### src/hw/rtl/quadtree_image_decoder_assert.svh
// assertion macros used by the decoder datapath
`ifndef QUADTREE_IMAGE_DECODER_ASSERT_SVH
`define QUADTREE_IMAGE_DECODER_ASSERT_SVH

// same-cycle implication, muted while in reset
`define QID_ASSERT_NOW(label, clk, rst_n, ante, cons) \
  label: assert property (@(posedge clk) disable iff (!rst_n) (ante) |-> (cons)) \
    else $error("quadtree decoder check failed");

// next-cycle implication, muted while in reset
`define QID_ASSERT_NEXT(label, clk, rst_n, ante, cons) \
  label: assert property (@(posedge clk) disable iff (!rst_n) (ante) |=> (cons)) \
    else $error("quadtree decoder check failed");

`endif

### src/hw/rtl/qid_pkg.sv
// shared types and constants of the quadtree image decoder
`timescale 1ns / 1ps

package qid_pkg;

  localparam int CW = 11;
  localparam logic [7:0] LEAF_MARK = 8'h4E;
  localparam logic [1:0] LAST_CHILD = 2'd3;

  typedef struct packed {
    logic [CW-1:0] left;
    logic [CW-1:0] top;
    logic [CW-1:0] right;
    logic [CW-1:0] bottom;
  } region_t;

  typedef struct packed {
    region_t    parent;
    logic [1:0] child;
  } frame_t;

  typedef enum logic [3:0] {
    OP_NONE,
    OP_TAKE,
    OP_MARK,
    OP_PUSH,
    OP_OVERFLOW,
    OP_RED,
    OP_GREEN,
    OP_LEAF,
    OP_POP_READ,
    OP_POP_STEP,
    OP_EMIT
  } dp_op_t;

  typedef struct packed {
    dp_op_t op;
  } qid_cmd_t;

  typedef struct packed {
    logic [1:0] colour_cnt;
    logic       byte_is_mark;
    logic       lvl_full;
    logic       lvl_zero;
    logic       lvl_one;
    logic       child_last;
    logic       out_free;
  } qid_status_t;

endpackage

### src/hw/rtl/quadtree_image_decoder.sv
// top level of the quadtree image decoder
//
//   port group  direction  carries
//   in_*        in         one stream byte per item
//   out_*       out        one fill rectangle with colour and flags per item
//   cfg_*       in         image side register write, always ready
//
// a byte is taken in the idle state and decoded in the sequencer's decode state
// a blue byte or an overflowing split also passes the emit state to load the output register
// a blue byte below the top level first walks back up the stack, through a read and
// a check state per stack level read on the way up (registered stack read)
// the output register lets new bytes in while a result waits; the sequencer
// holds in its emit state only when a new result meets an untaken one
// synchronous reset: side 256, empty stack, whole image as current region
`timescale 1ns / 1ps

module quadtree_image_decoder #(
  parameter int MAX_SIDE    = 1024,
  parameter int STACK_DEPTH = 12
) (
  input  logic                   clk,
  input  logic                   rst_n,
  input  logic                   in_valid,
  output logic                   in_ready,
  input  logic [7:0]             in_stream_byte,
  input  logic                   cfg_valid,
  output logic                   cfg_ready,
  input  logic [qid_pkg::CW-1:0] cfg_image_side,
  output logic                   out_valid,
  input  logic                   out_ready,
  output logic [qid_pkg::CW-1:0] out_fill_left,
  output logic [qid_pkg::CW-1:0] out_fill_top,
  output logic [qid_pkg::CW-1:0] out_fill_right,
  output logic [qid_pkg::CW-1:0] out_fill_bottom,
  output logic [7:0]             out_red,
  output logic [7:0]             out_green,
  output logic [7:0]             out_blue,
  output logic                   out_tree_done,
  output logic                   out_overflow
);
  import qid_pkg::*;

  qid_cmd_t    cmd;
  qid_status_t status;

  assign cfg_ready = 1'b1;

  qid_ctrl u_ctrl (
    .clk      (clk),
    .rst_n    (rst_n),
    .in_valid (in_valid),
    .in_ready (in_ready),
    .status   (status),
    .cmd      (cmd)
  );

  qid_dp #(
    .MAX_SIDE    (MAX_SIDE),
    .STACK_DEPTH (STACK_DEPTH)
  ) u_dp (
    .clk             (clk),
    .rst_n           (rst_n),
    .cmd             (cmd),
    .status          (status),
    .in_stream_byte  (in_stream_byte),
    .cfg_we          (cfg_valid),
    .cfg_image_side  (cfg_image_side),
    .out_valid       (out_valid),
    .out_ready       (out_ready),
    .out_fill_left   (out_fill_left),
    .out_fill_top    (out_fill_top),
    .out_fill_right  (out_fill_right),
    .out_fill_bottom (out_fill_bottom),
    .out_red         (out_red),
    .out_green       (out_green),
    .out_blue        (out_blue),
    .out_tree_done   (out_tree_done),
    .out_overflow    (out_overflow)
  );

endmodule

### src/hw/rtl/qid_ctrl.sv
// sequencer: decodes each byte and walks the stack back up after a leaf
`timescale 1ns / 1ps

module qid_ctrl (
  input  logic                clk,
  input  logic                rst_n,
  input  logic                in_valid,
  output logic                in_ready,
  input  qid_pkg::qid_status_t status,
  output qid_pkg::qid_cmd_t   cmd
);
  import qid_pkg::*;

  typedef enum logic [2:0] {
    S_IDLE,
    S_DECODE,
    S_POP_RD,
    S_POP_CHK,
    S_EMIT
  } state_t;

  state_t state_r;
  state_t state_nxt;

  always_comb begin
    state_nxt = state_r;
    cmd.op    = OP_NONE;
    unique case (state_r)
      S_IDLE: begin
        if (in_valid) begin
          cmd.op    = OP_TAKE;
          state_nxt = S_DECODE;
        end
      end
      S_DECODE: begin
        unique case (status.colour_cnt)
          2'd0: begin
            priority if (status.byte_is_mark) begin
              cmd.op    = OP_MARK;
              state_nxt = S_IDLE;
            end else if (status.lvl_full) begin
              cmd.op    = OP_OVERFLOW;
              state_nxt = S_EMIT;
            end else begin
              cmd.op    = OP_PUSH;
              state_nxt = S_IDLE;
            end
          end
          2'd1: begin
            cmd.op    = OP_RED;
            state_nxt = S_IDLE;
          end
          2'd2: begin
            cmd.op    = OP_GREEN;
            state_nxt = S_IDLE;
          end
          default: begin
            cmd.op    = OP_LEAF;
            state_nxt = status.lvl_zero ? S_EMIT : S_POP_RD;
          end
        endcase
      end
      S_POP_RD: begin
        cmd.op    = OP_POP_READ;
        state_nxt = S_POP_CHK;
      end
      S_POP_CHK: begin
        cmd.op = OP_POP_STEP;
        // a finished parent with more levels above needs another read
        state_nxt = (status.child_last && !status.lvl_one) ? S_POP_RD : S_EMIT;
      end
      S_EMIT: begin
        if (status.out_free) begin
          cmd.op    = OP_EMIT;
          state_nxt = S_IDLE;
        end
      end
      default: state_nxt = S_IDLE;
    endcase
  end

  always_ff @(posedge clk) begin
    if (!rst_n) begin
      state_r <= S_IDLE;
    end else begin
      state_r <= state_nxt;
    end
  end

  assign in_ready = (state_r == S_IDLE);

endmodule

### src/hw/rtl/qid_dp.sv
// datapath: traversal registers, region stack, result staging and output register
`timescale 1ns / 1ps
`include "quadtree_image_decoder_assert.svh"

module qid_dp #(
  parameter int MAX_SIDE    = 1024,
  parameter int STACK_DEPTH = 12
) (
  input  logic                      clk,
  input  logic                      rst_n,
  input  qid_pkg::qid_cmd_t         cmd,
  output qid_pkg::qid_status_t      status,
  input  logic [7:0]                in_stream_byte,
  input  logic                      cfg_we,
  input  logic [qid_pkg::CW-1:0]    cfg_image_side,
  output logic                      out_valid,
  input  logic                      out_ready,
  output logic [qid_pkg::CW-1:0]    out_fill_left,
  output logic [qid_pkg::CW-1:0]    out_fill_top,
  output logic [qid_pkg::CW-1:0]    out_fill_right,
  output logic [qid_pkg::CW-1:0]    out_fill_bottom,
  output logic [7:0]                out_red,
  output logic [7:0]                out_green,
  output logic [7:0]                out_blue,
  output logic                      out_tree_done,
  output logic                      out_overflow
);
  import qid_pkg::*;

  localparam int LVL_W    = $clog2(STACK_DEPTH + 1);
  localparam int IDX_W    = $clog2(STACK_DEPTH);
  localparam int SIDE_CAP = (MAX_SIDE > 2047) ? 2047 : MAX_SIDE;
  localparam logic [CW-1:0]    SIDE_RESET = CW'(256);
  localparam logic [LVL_W-1:0] LVL_MAX    = LVL_W'(STACK_DEPTH);

  function automatic region_t whole_image(input logic [CW-1:0] side);
    logic [CW-1:0] s;
    region_t       r;
    s        = (32'(side) > 32'(SIDE_CAP)) ? CW'(SIDE_CAP) : side;
    r.left   = '0;
    r.top    = '0;
    r.right  = s;
    r.bottom = s;
    return r;
  endfunction

  // split at start plus half the length, child bit 0 picks right, bit 1 bottom
  function automatic region_t quadrant(input region_t p, input logic [1:0] q);
    logic [CW-1:0] mx;
    logic [CW-1:0] my;
    region_t       r;
    mx       = p.left + ((p.right - p.left) >> 1);
    my       = p.top + ((p.bottom - p.top) >> 1);
    r.left   = q[0] ? mx : p.left;
    r.right  = q[0] ? p.right : mx;
    r.top    = q[1] ? my : p.top;
    r.bottom = q[1] ? p.bottom : my;
    return r;
  endfunction

  logic [CW-1:0]    side_r;
  logic [7:0]       byte_r;
  logic [1:0]       cnt_r;
  logic [LVL_W-1:0] lvl_r;
  region_t          cur_r;
  logic [7:0]       held_red_r;
  logic [7:0]       held_green_r;
  frame_t           rd_r;

  region_t          stg_rect_r;
  logic [7:0]       stg_red_r;
  logic [7:0]       stg_green_r;
  logic [7:0]       stg_blue_r;
  logic             stg_done_r;
  logic             stg_ovf_r;

  logic             out_valid_r;
  region_t          out_rect_r;
  logic [7:0]       out_red_r;
  logic [7:0]       out_green_r;
  logic [7:0]       out_blue_r;
  logic             out_done_r;
  logic             out_ovf_r;

  frame_t           stack_mem [STACK_DEPTH];
  logic             wr_en;
  logic [IDX_W-1:0] wr_idx;
  frame_t           wr_data;
  logic [LVL_W-1:0] lvl_dec;
  logic [IDX_W-1:0] top_idx;
  logic [1:0]       next_child;
  logic             out_free;

  assign lvl_dec    = lvl_r - LVL_W'(1);
  assign top_idx    = lvl_dec[IDX_W-1:0];
  assign next_child = rd_r.child + 2'd1;
  assign out_free   = !out_valid_r || out_ready;

  always_comb begin
    wr_en   = 1'b0;
    wr_idx  = top_idx;
    wr_data = rd_r;
    unique case (cmd.op)
      OP_PUSH: begin
        wr_en          = 1'b1;
        wr_idx         = lvl_r[IDX_W-1:0];
        wr_data.parent = cur_r;
        wr_data.child  = 2'd0;
      end
      OP_POP_STEP: begin
        wr_en         = (rd_r.child != LAST_CHILD);
        wr_data.child = next_child;
      end
      default: wr_en = 1'b0;
    endcase
  end

  always_ff @(posedge clk) begin
    if (wr_en) begin
      stack_mem[wr_idx] <= wr_data;
    end
    if (cmd.op == OP_POP_READ) begin
      rd_r <= stack_mem[top_idx];
    end
  end

  // traversal state
  always_ff @(posedge clk) begin
    if (!rst_n) begin
      side_r       <= SIDE_RESET;
      cnt_r        <= 2'd0;
      lvl_r        <= '0;
      cur_r        <= whole_image(SIDE_RESET);
      held_red_r   <= 8'd0;
      held_green_r <= 8'd0;
    end else begin
      unique case (cmd.op)
        OP_MARK: cnt_r <= 2'd1;
        OP_PUSH: begin
          lvl_r <= lvl_r + LVL_W'(1);
          cur_r <= quadrant(cur_r, 2'd0);
        end
        OP_OVERFLOW: begin
          lvl_r <= '0;
          cnt_r <= 2'd0;
          cur_r <= whole_image(side_r);
        end
        OP_RED: begin
          held_red_r <= byte_r;
          cnt_r      <= 2'd2;
        end
        OP_GREEN: begin
          held_green_r <= byte_r;
          cnt_r        <= 2'd3;
        end
        OP_LEAF: begin
          cnt_r <= 2'd0;
          if (lvl_r == '0) begin
            cur_r <= whole_image(side_r);
          end
        end
        OP_POP_STEP: begin
          priority if (rd_r.child != LAST_CHILD) begin
            cur_r <= quadrant(rd_r.parent, next_child);
          end else if (lvl_r == LVL_W'(1)) begin
            lvl_r <= '0;
            cur_r <= whole_image(side_r);
          end else begin
            lvl_r <= lvl_dec;
          end
        end
        default: ;
      endcase
      if (cfg_we) begin
        side_r <= cfg_image_side;
        // reloads the region only between images
        if (lvl_r == '0 && cnt_r == 2'd0) begin
          cur_r <= whole_image(cfg_image_side);
        end
      end
    end
  end

  // input byte and result staging
  always_ff @(posedge clk) begin
    if (cmd.op == OP_TAKE) begin
      byte_r <= in_stream_byte;
    end
    unique case (cmd.op)
      OP_OVERFLOW: begin
        stg_rect_r  <= '0;
        stg_red_r   <= 8'd0;
        stg_green_r <= 8'd0;
        stg_blue_r  <= 8'd0;
        stg_done_r  <= 1'b0;
        stg_ovf_r   <= 1'b1;
      end
      OP_LEAF: begin
        stg_rect_r  <= cur_r;
        stg_red_r   <= held_red_r;
        stg_green_r <= held_green_r;
        stg_blue_r  <= byte_r;
        stg_done_r  <= (lvl_r == '0);
        stg_ovf_r   <= 1'b0;
      end
      OP_POP_STEP: begin
        stg_done_r <= (rd_r.child == LAST_CHILD) && (lvl_r == LVL_W'(1));
      end
      default: ;
    endcase
  end

  // output register
  always_ff @(posedge clk) begin
    if (!rst_n) begin
      out_valid_r <= 1'b0;
    end else begin
      priority if (cmd.op == OP_EMIT) begin
        out_valid_r <= 1'b1;
      end else if (out_ready) begin
        out_valid_r <= 1'b0;
      end
    end
    if (cmd.op == OP_EMIT) begin
      out_rect_r  <= stg_rect_r;
      out_red_r   <= stg_red_r;
      out_green_r <= stg_green_r;
      out_blue_r  <= stg_blue_r;
      out_done_r  <= stg_done_r;
      out_ovf_r   <= stg_ovf_r;
    end
  end

  assign status.colour_cnt   = cnt_r;
  assign status.byte_is_mark = (byte_r == LEAF_MARK);
  assign status.lvl_full     = (lvl_r == LVL_MAX);
  assign status.lvl_zero     = (lvl_r == '0);
  assign status.lvl_one      = (lvl_r == LVL_W'(1));
  assign status.child_last   = (rd_r.child == LAST_CHILD);
  assign status.out_free     = out_free;

  assign out_valid       = out_valid_r;
  assign out_fill_left   = out_rect_r.left;
  assign out_fill_top    = out_rect_r.top;
  assign out_fill_right  = out_rect_r.right;
  assign out_fill_bottom = out_rect_r.bottom;
  assign out_red         = out_red_r;
  assign out_green       = out_green_r;
  assign out_blue        = out_blue_r;
  assign out_tree_done   = out_done_r;
  assign out_overflow    = out_ovf_r;

  `QID_ASSERT_NOW(a_lvl_in_range, clk, rst_n, 1'b1, lvl_r <= LVL_MAX)
  `QID_ASSERT_NOW(a_push_not_full, clk, rst_n, cmd.op == OP_PUSH, lvl_r != LVL_MAX)
  `QID_ASSERT_NOW(a_pop_has_frame, clk, rst_n, cmd.op == OP_POP_STEP, lvl_r != '0)
  `QID_ASSERT_NEXT(a_emit_shows, clk, rst_n, cmd.op == OP_EMIT, out_valid_r)
  `QID_ASSERT_NOW(a_overflow_blank, clk, rst_n, out_valid_r && out_ovf_r,
                  !out_done_r && out_rect_r.right == '0 && out_rect_r.bottom == '0)

endmodule
### config.mk
export PLATFORM = sky130hd
export DESIGN_NAME = quadtree_image_decoder
export DESIGN_NICKNAME = d
export VERILOG_FILES = /design/src/hw/rtl/qid_pkg.sv /design/src/hw/rtl/quadtree_image_decoder.sv /design/src/hw/rtl/qid_ctrl.sv /design/src/hw/rtl/qid_dp.sv
export VERILOG_INCLUDE_DIRS = /design/src /design/src/hw/rtl
export SDC_FILE = /design/constraint.sdc
export NUM_CORES = 1
export LEC_CHECK = 0
export CORE_AREA = 5 5 386 388
export DETAILED_ROUTE_END_ITERATION = 10
export DIE_AREA = 0 0 391 393
export DONT_BUFFER_PORTS = 1
export HOLD_SLACK_MARGIN = 0.06
export MAX_ROUTING_LAYER = met4
export PLACE_DENSITY = 0.48
export SLEW_MARGIN = 20
export SYNTH_ARGS = -nofsm -noshare
export SYNTH_HDL_FRONTEND = slang
export SYNTH_SLANG_ARGS = --single-unit
### constraint.sdc
create_clock -name clk -period 8.4 [get_ports clk]
set_clock_uncertainty 0.05 [all_clocks]
set_input_delay 1.68 -clock clk [delete_from_list [all_inputs] [get_ports clk]]
set_output_delay 1.68 -clock clk [all_outputs]
set_load 0.01 [all_outputs]
==> run summary, run 1 <==
The later-pin clock latency in the skew report is 0.65 ns. The post-cts gate resize count came out at 0. The maximum VDD drop came out at 0.136 mV. The required arrival time at the worst endpoint came out at 8.64 ns.

By area the synthesized netlist is led by edfxtp_1 (62%), mux4_2 (8.6%), dfxtp_1 (4.5%), ha_1 (2.9%), mux2i_1 (2.4%). After synthesis, the netlist uses 94 different library cells. The via count of the first global-routing pass was 20600. The via density per instance is 4.65. The ratio of final minimum period to clock period is 60.8%. At the placement stage, the worst setup path has a slack of 3.11 ns. The remaining routing DRC violations is 0.

The number of filler instances in the final layout is 14600. The startpoint identified for the worst register-to-register timing path is u_dp.lvl_r[0]$_SDFFE_PN0P_. The final global-route overflow total is 0. The slew of the pin with the lowest slew margin is 1.04 ns. The number of hold buffers added after cts came out at 0. After legalization and detailed placement, the total HPWL measured 60.7 mm.

The setup slack of the worst register-to-register path is 3.30 ns. The tree is rooted in a clkbuf_16. After clock tree synthesis, the clock-pin slew on the worst setup and hold paths is 0.06 ns. The relative slew slack is 30.7%. The first-pass iteration count of the detailed router came out at 6. The worst hold path terminates at u_dp.out_red[0]$_DFFE_PP_.

The final cell utilization of the core is 28.6%. The largest total area in the synthesized netlist belongs to edfxtp_1. Compared with the post-synthesis result, the final layout area differs by 15.2%. The number of hold violations in the final report came to 0.

The area of the die is 154000 sq um. Adding up every negative setup slack in the final design gives 0 ns. Summed over all nets, the switching power comes to 2.11 mW.

At the end of routability-driven placement, the weighted congestion stood at 0.838. The floorplan has 140 rows. Among cell families on the critical path, the largest total delay comes from simple AND/OR/NAND/NOR gates. The slowest stage of the critical path is the nor2_4 cell. The sum of buffers and inverters on the critical path came out at 2. Global routing consumed, on the met3 layer, 2.38% of the routing resources. The power after layout is 9.26 mW. The maximum level of the CTS H-tree is 3.

The internal power summed over all cells came out at 7.15 mW. The Yosys step of the flow raised 0 warnings. By count the netlist is led by edfxtp_1 (746), nand2_1 (182), nor2_1 (174).

Registers take 24000 sq um. The sequential share of power is 49.1%. The critical path in this run is classified as flip-flop to flip-flop.

In this run the cell area of the synthesized design comes to 36000 sq um. The number of antenna violations at the first check in global routing is 2. In this run the worst path has a maximum fanout of 35. The starting utilization of the core area is 24.8%. The number of nets with antenna violations after detailed routing came out at 0. In this run the tool buffered the top-level ports with 0 buffer cells. The y dimension of the die came out at 393 microns. The worst hold path begins at u_dp.stg_red_r[0]$_SDFFCE_PN0N_. The overall routing resource usage is 12.6%. In this run, CTS created clock tree buffers numbering 89. The net count after synthesis is 2506. Dividing the synthesized area by the synthesized cell count gives 15.1 sq um. The share of synthesized area occupied by flip-flops and latches is 66.7%. The path class of the tightest hold or removal check is flip-flop to flip-flop.

The tree built by TritonCTS fans out to 827 sinks. In this run, the clock network consumes 43.3% of the power. Derived from the worst setup path, the maximum achievable clock frequency is 0.196 GHz. Setup violations remaining at the end of the flow were counted as 0. The delay contributed by the slowest stage of the critical path came out at 0.80 ns. The most critical setup path has its startpoint at u_dp.lvl_r[0]$_SDFFE_PN0P_. The number of pins with negative max-slew slack in the final report is 0. The proportion of netlist area held by the largest area contributor came out at 62.2%. Of all flip-flops after synthesis, the portion carrying an async set or reset was 0%. After floorplanning, the core was sized to cover 145000 sq um. The routing usage on met1 is 16.5%. Yosys instantiated no cell more often than edfxtp_1. In the post-route analysis, the smallest setup slack over all paths is 3.30 ns. Setup repair after global routing left no endpoint under its margin. The overall via count from detail_route came out at 20500.

The area occupied by multi-input gates came out at 11500 sq um. In the synthesized netlist the dominant register cell turns out to be edfxtp_1. The synthesized flop and latch total came out at 827.

In this run the critical register-to-register path is captured at u_dp.stack_mem[5][15]$_DFFE_PP_. The number of DRC violations after detailed-routing iteration 0 is 1617. The wire length after detailed routing is 94.8 mm. The global routing met2 resource utilization came out at 19.8%. The post-route minimum period came out at 5.10 ns. The power density relative to cell area came out at 223 nW/um^2. The layer flagged by global routing as most heavily used is met2. The number of flops mapped to enable cells by yosys is 746.

Entering global routing, the biggest net connects 75 pins. The die is 391 microns wide. The buffer levels on the longest clock path came out at 3.

The post-route netlist has 15.2% of its cells at a drive strength greater than 1. The max-capacitance violation count is 0. The switching part of the total power came out at 22.8%. For the worst setup path, the data arrival time is 5.35 ns.

The final-stage net count is 2534. For this design the static power due to leakage is 13.6 nW. The first-pass GRT wire length came out at 140 mm. The critical path goes through inv_1, ha_4, and3_1, o311ai_2, nand4_1, o21ai_1, a21oi_1, nor2_4, buf_4.

The post-CTS setup buffer count came out at 0. The I/O pin total is 97. Counting instances, the worst hold path has a depth of 0. TritonCTS built the clock tree. The synthesized instance count is 2391. The routed length per placed instance came out at 21.5 microns. The worst setup path is captured at a flip-flop. The flow ran to the end, and the final reports show no timing, DRC or antenna violations. The relative contribution of combinational cells to total power is 7.6%. The count of cells along the worst register-to-register path is 9. STA classifies the critical path startpoint as a flip-flop.
-- logic make-up after synthesis --
group | share of synthesized area [%]
xor gates and xnor gates | 1.73
other | 0.0104
adders and majority gates | 3.33
muxes | 11.0
AOI/OAI and AO/OA | 7.80
buffers and inverters | 2.05
DFF | 66.7
and+or+nand+nor | 7.41
-- worst register-to-register path: cells and delay by family (launching register included) --
kind            cells  cell delay, ns
compound gates      3            1.19
fa+ha+maj           1            0.28
buf+inv             2            0.84
flops               1            0.73
simple gates        3            1.65
-- per-layer routing --
layer / up-vias / wire, microns
met5: - / 0
met4: 0 / 2790
met3: 164 / 5490
met2: 575 / 44100
met1: 10400 / 42400
li1: 9354 / -
-- how the worst max path moves through the flow --
stage | endpoint | slack, ns | cells after the start
after floorplan | u_dp.stack_mem[0][0]$_DFFE_PP_ | 2.94 | 13
after global placement | u_dp.stack_mem[5][39]$_DFFE_PP_ | 3.17 | 8
after detailed placement | u_dp.stack_mem[5][41]$_DFFE_PP_ | 3.11 | 8
after CTS | u_dp.stack_mem[5][15]$_DFFE_PP_ | 3.22 | 9
after global routing | u_dp.stack_mem[7][42]$_DFFE_PP_ | 2.86 | 9
final | u_dp.stack_mem[5][15]$_DFFE_PP_ | 3.30 | 9
-- placed cells by master (no fill, tap or decap), drive strengths merged, types with 38 or more instances in the layout --
cell type and instances:
edfxtp 746, clkinv 38, xnor2 38, and2 59, buf 53, mux2i 86, dfxtp 81, nand2 183
inv 71, o21ai 94, clkbuf 108, mux4 138, ha 83, a21oi 123, nor2 174
-- power by group through the flow --
stage          registers, mW  logic (mW)  clock network (mW)
2_1_floorplan           4.61       0.521                   0
3_3_place_gp            4.64       0.708                   0
3_5_place_dp            4.64       0.710                   0
4_1_cts                 4.55       0.713                4.14
6_report                4.55       0.705                4.01
5_1_grt                 4.55       0.771                4.31
-- stage by stage --
stage,hold WS (ns),instances,area (sq um)
floorplan,0.350,2391,36000
global placement,0.354,4243,38500
detailed placement,0.355,4244,38500
CTS,0.359,4409,41500
global route,0.369,4411,41500
finish,0.358,4412,41500
-- sequential cells by signal, summed over array words and instances (netlist names), 11 cells and up --
name and cells:
u_dp.cur_r 44, u_dp.stg_rect_r 44, u_dp.rd_r 46, u_dp.side_r 11
u_dp.out_fill_right 11, u_dp.out_fill_bottom 11, u_dp.out_fill_left 11, u_dp.out_fill_top 11
u_dp.stack_mem 552
-- final cells by class --
class                           instances  area share [%]
Antenna cell                            2          0.0121
Clock buffer                          108            5.61
Clock inverter                         57            1.56
Inverter                               68           0.618
Multi-Input combinational cell       1380            27.6
Sequential cell                       827            57.9
Tap cell                             1917            5.78
Timing Repair Buffer                   53           0.958
No activity file was read; power rests on OpenSTA's default activity.
==> run 2: changes to the inputs <==
ABC_AREA = 1   (was not set)
CORE_AREA = 5 5 391 393   (was 5 5 386 388)
DIE_AREA = 0 0 396 398   (was 0 0 391 393)
clock period = 5.1 ns   (was 8.4 ns; I/O delays follow)
==> run summary, run 2 <==
The flow ran to the end, and the final reports show no timing, DRC or antenna violations. The worst path arrival time is 4.48 ns. The overall routing resource usage came out at 14.1%. The number of buffers inserted by port buffering came out at 0. TritonCTS built the clock tree. Cells with a size suffix above 1 make up 8.63% of the layout. At the placement stage, the worst setup path has a slack of 0.977 ns. The count of placed standard cells including taps is 5177. The via density per instance is 4.79. The power density relative to cell area is 360 nW/um^2.

From synthesis to final layout, the design area changed by 15.0%. The slew of the pin with the lowest slew margin is 1.16 ns. After synthesis, the cell types taking the most area are edfxtp_1 (61%), o21ai_0 (4.7%), nand2_1 (4.5%), dfxtp_1 (4.4%), nor2_1 (4.2%). The analysis attributes to cell leakage a power of 14.9 nW. The synthesized design contains 746 enable-type register cells. The number of hold violations in the final report is 0. The clock sink count is 827. The routed design has 112 mm of wire. The routed length per placed instance is 20.9 microns. VDD sags by at most 0.254 mV. Of the synthesized area, sequential elements account for 65.1%. The register with the most flip-flops in the layout has 552 of them. Post-CTS repair changed the size of 0 cells. The via count of the first global-routing pass was 24700. At the end of the flow, the number of nets in the layout was 3437.

Excluding fillers, the count of instances in the completed layout stands at 5339. Setup slack closes at 1.10 ns. The starting utilization of the core area is 24.8%.

The overall via count from detail_route is 25600. The number of distinct library cells after synthesis came out at 50. The proportion of synthesized flip-flops having asynchronous set or reset came out at 0%. The buffer levels on the longest clock path came out at 3. The first-pass iteration count of the detailed router came out at 8. The net count after synthesis is 3438. The worst setup path is captured at a flip-flop.

The number of antenna diodes in the final layout is 0. The average instance area after synthesis came out at 11.1 sq um. After detailed placement, the total cell area comes to 39700 sq um. The total non-filler cell area in the finished layout came out at 42400 sq um. For this run the aggregate overflow at the end of global routing stands at 0. STA classifies the critical path startpoint as a flip-flop. The floorplan step set the die width to 396 microns. The number of pins with negative max-slew slack in the final report is 0. The most used flip-flop cell after synthesis is edfxtp_1. The final weighted congestion in routability-driven placement is 0.899.

The number of warning messages in the yosys log came out at 0. The number of hold buffers added after cts is 0. In the layout the commonest cells are edfxtp_1 (746), nand2_1 (443), nor2_1 (403). The power after layout came out at 15.3 mW. The number of clock buffers added by TritonCTS is 87. The number of antenna violations at the first check in global routing is 0. Setup repair after global routing left no endpoint under its margin.

The half-perimeter wire length of the detailed placement result came out at 68.5 mm. The post-route minimum period came out at 4.00 ns. Leaving out fill and tap cells, the most frequent cell in the layout is edfxtp_1. More flip-flops sit in one register than any other, and that register is u_dp.stack_mem. In this run the worst path has a maximum fanout of 3. In the routed design, unresolved DRC markers number 0. By count the netlist is led by edfxtp_1 (746), nand2_1 (443), nor2_1 (416). The synthesized instance count is 3323. The area of the die is 158000 sq um. The proportion of netlist area held by the largest area contributor is 60.7%. The I/O pin total came out at 97. The post-CTS setup buffer count is 0. The required arrival time at the worst endpoint came out at 5.57 ns.

The detailed router finished its first iteration with 2173 violations. The min-delay analysis places its worst path in the category flip-flop to flip-flop. The maximum level of the CTS H-tree came out at 3. The number of placement rows is 142.

The clock root buffer master is clkbuf_16. The first global-routing pass estimated 166 mm of wire. The final-report setup violation count is 0. The area of the mapped netlist came out at 36900 sq um. The y dimension of the die is 398 microns.

After routing, the total negative slack on setup checks comes to 0 ns. Clock-pin slew was measured on the worst setup and hold paths at 0.07 ns. For this run, the top clock speed supported by timing is 0.250 GHz. The largest registers in the layout are u_dp.stack_mem (552), u_dp.rd_r (46). The critical path is of the flip-flop to flip-flop type. The area of the core came out at 149000 sq um.

The final critical path takes up 78.5% of the cycle. Among all cell types in the netlist, the one instantiated most often is edfxtp_1. The post-synthesis cell type with the largest combined area is edfxtp_1. The max-capacitance violation count came out at 0. The later-pin clock latency in the skew report came out at 0.67 ns. The worst pin sits at a relative slew slack of 22.6%.

The count of nets left with antenna violations once routing finished came out at 0. The synthesized flop and latch total came out at 827. The pin count of the biggest net entering global routing is 174.
[run 2: where the power goes]
part / internal [mW] / leakage (nW) / switching [mW]
logic: 0.504 / 6.12 / 1.09
registers: 7.41 / 7.43 / 0.0446
clock network: 3.52 / 1.35 / 2.73
total: 11.4 / 14.9 / 3.87
[run 2: area by class of cell]
class                           count  area (sq um)
Tap cell                         1944          2430
Timing Repair Buffer               96           908
Sequential cell                   827         24000
Clock buffer                      111          2290
Clock inverter                     51           498
Multi-Input combinational cell   2063         11400
Fill cell                       15300        107000
Inverter                          247           941
[run 2: final timing paths]
path / from / to / slack (ns) / depth (start not counted)
hold / removal: u_dp.stg_rect_r[6]$_SDFFCE_PN0N_ / u_dp.out_fill_bottom[6]$_DFFE_PP_ / 0.36 / 0
setup reg to reg: u_dp.rd_r[13]$_DFFE_PN_ / u_dp.cur_r[21]$_SDFF_PN0_ / 1.10 / 24
setup / recovery: u_dp.rd_r[13]$_DFFE_PN_ / u_dp.cur_r[21]$_SDFF_PN0_ / 1.10 / 24
hold reg to reg: u_dp.stg_rect_r[6]$_SDFFCE_PN0N_ / u_dp.out_fill_bottom[6]$_DFFE_PP_ / 0.36 / 0
[run 2: stage by stage]
step	util, %	hold WS [ns]
detailed placement	26.6	0.355
global placement	26.6	0.351
CTS	28.5	0.353
floorplan	-	0.350
global route	28.5	0.366
finish	28.5	0.361
[run 2: critical path, stage by stage, from the launching register on]
cell and delay, ns:
edfxtp_1 0.41, nor2_1 0.20, inv_1 0.10, fa_1 0.41, nand3_1 0.10, nand2_1 0.08, a21oi_1 0.16, o21bai_1 0.11
a21oi_1 0.16, o21ai_0 0.15, nand2_1 0.10, nand2_1 0.06, a21oi_1 0.16, xor2_1 0.17, ha_1 0.27, nand2_1 0.10
nor2_1 0.05, a211oi_1 0.25, nand3_1 0.11, nand2_1 0.09, a21oi_1 0.09, o21ai_0 0.23, nand3_1 0.10, nor2_1 0.13
nor2_1 0.05
[run 2: cell families (layout without fill, tap and decap cells)]
kind of cell             count (synthesis)  count (layout)  share of synthesized area [%]
AO/OA/AOI/OAI                          893             893                           14.4
buffers and inverters                  433             505                           4.57
XOR/XNOR                                69              69                           1.64
AND/OR/NAND/NOR                       1009            1009                           11.1
adder cells (fa/ha/maj)                 91              91                           3.25
other                                    1               1                         0.0102
flip-flops                             827             827                           65.1
[run 2: layer usage]
layer	routed length [microns]	global-route usage, %	part of all wire [%]
met1	49900	18.6	45
met2	53600	23.1	48
met3	5570	1.88	5.0
met4	2800	3.68	2.5
met5	0	-	0
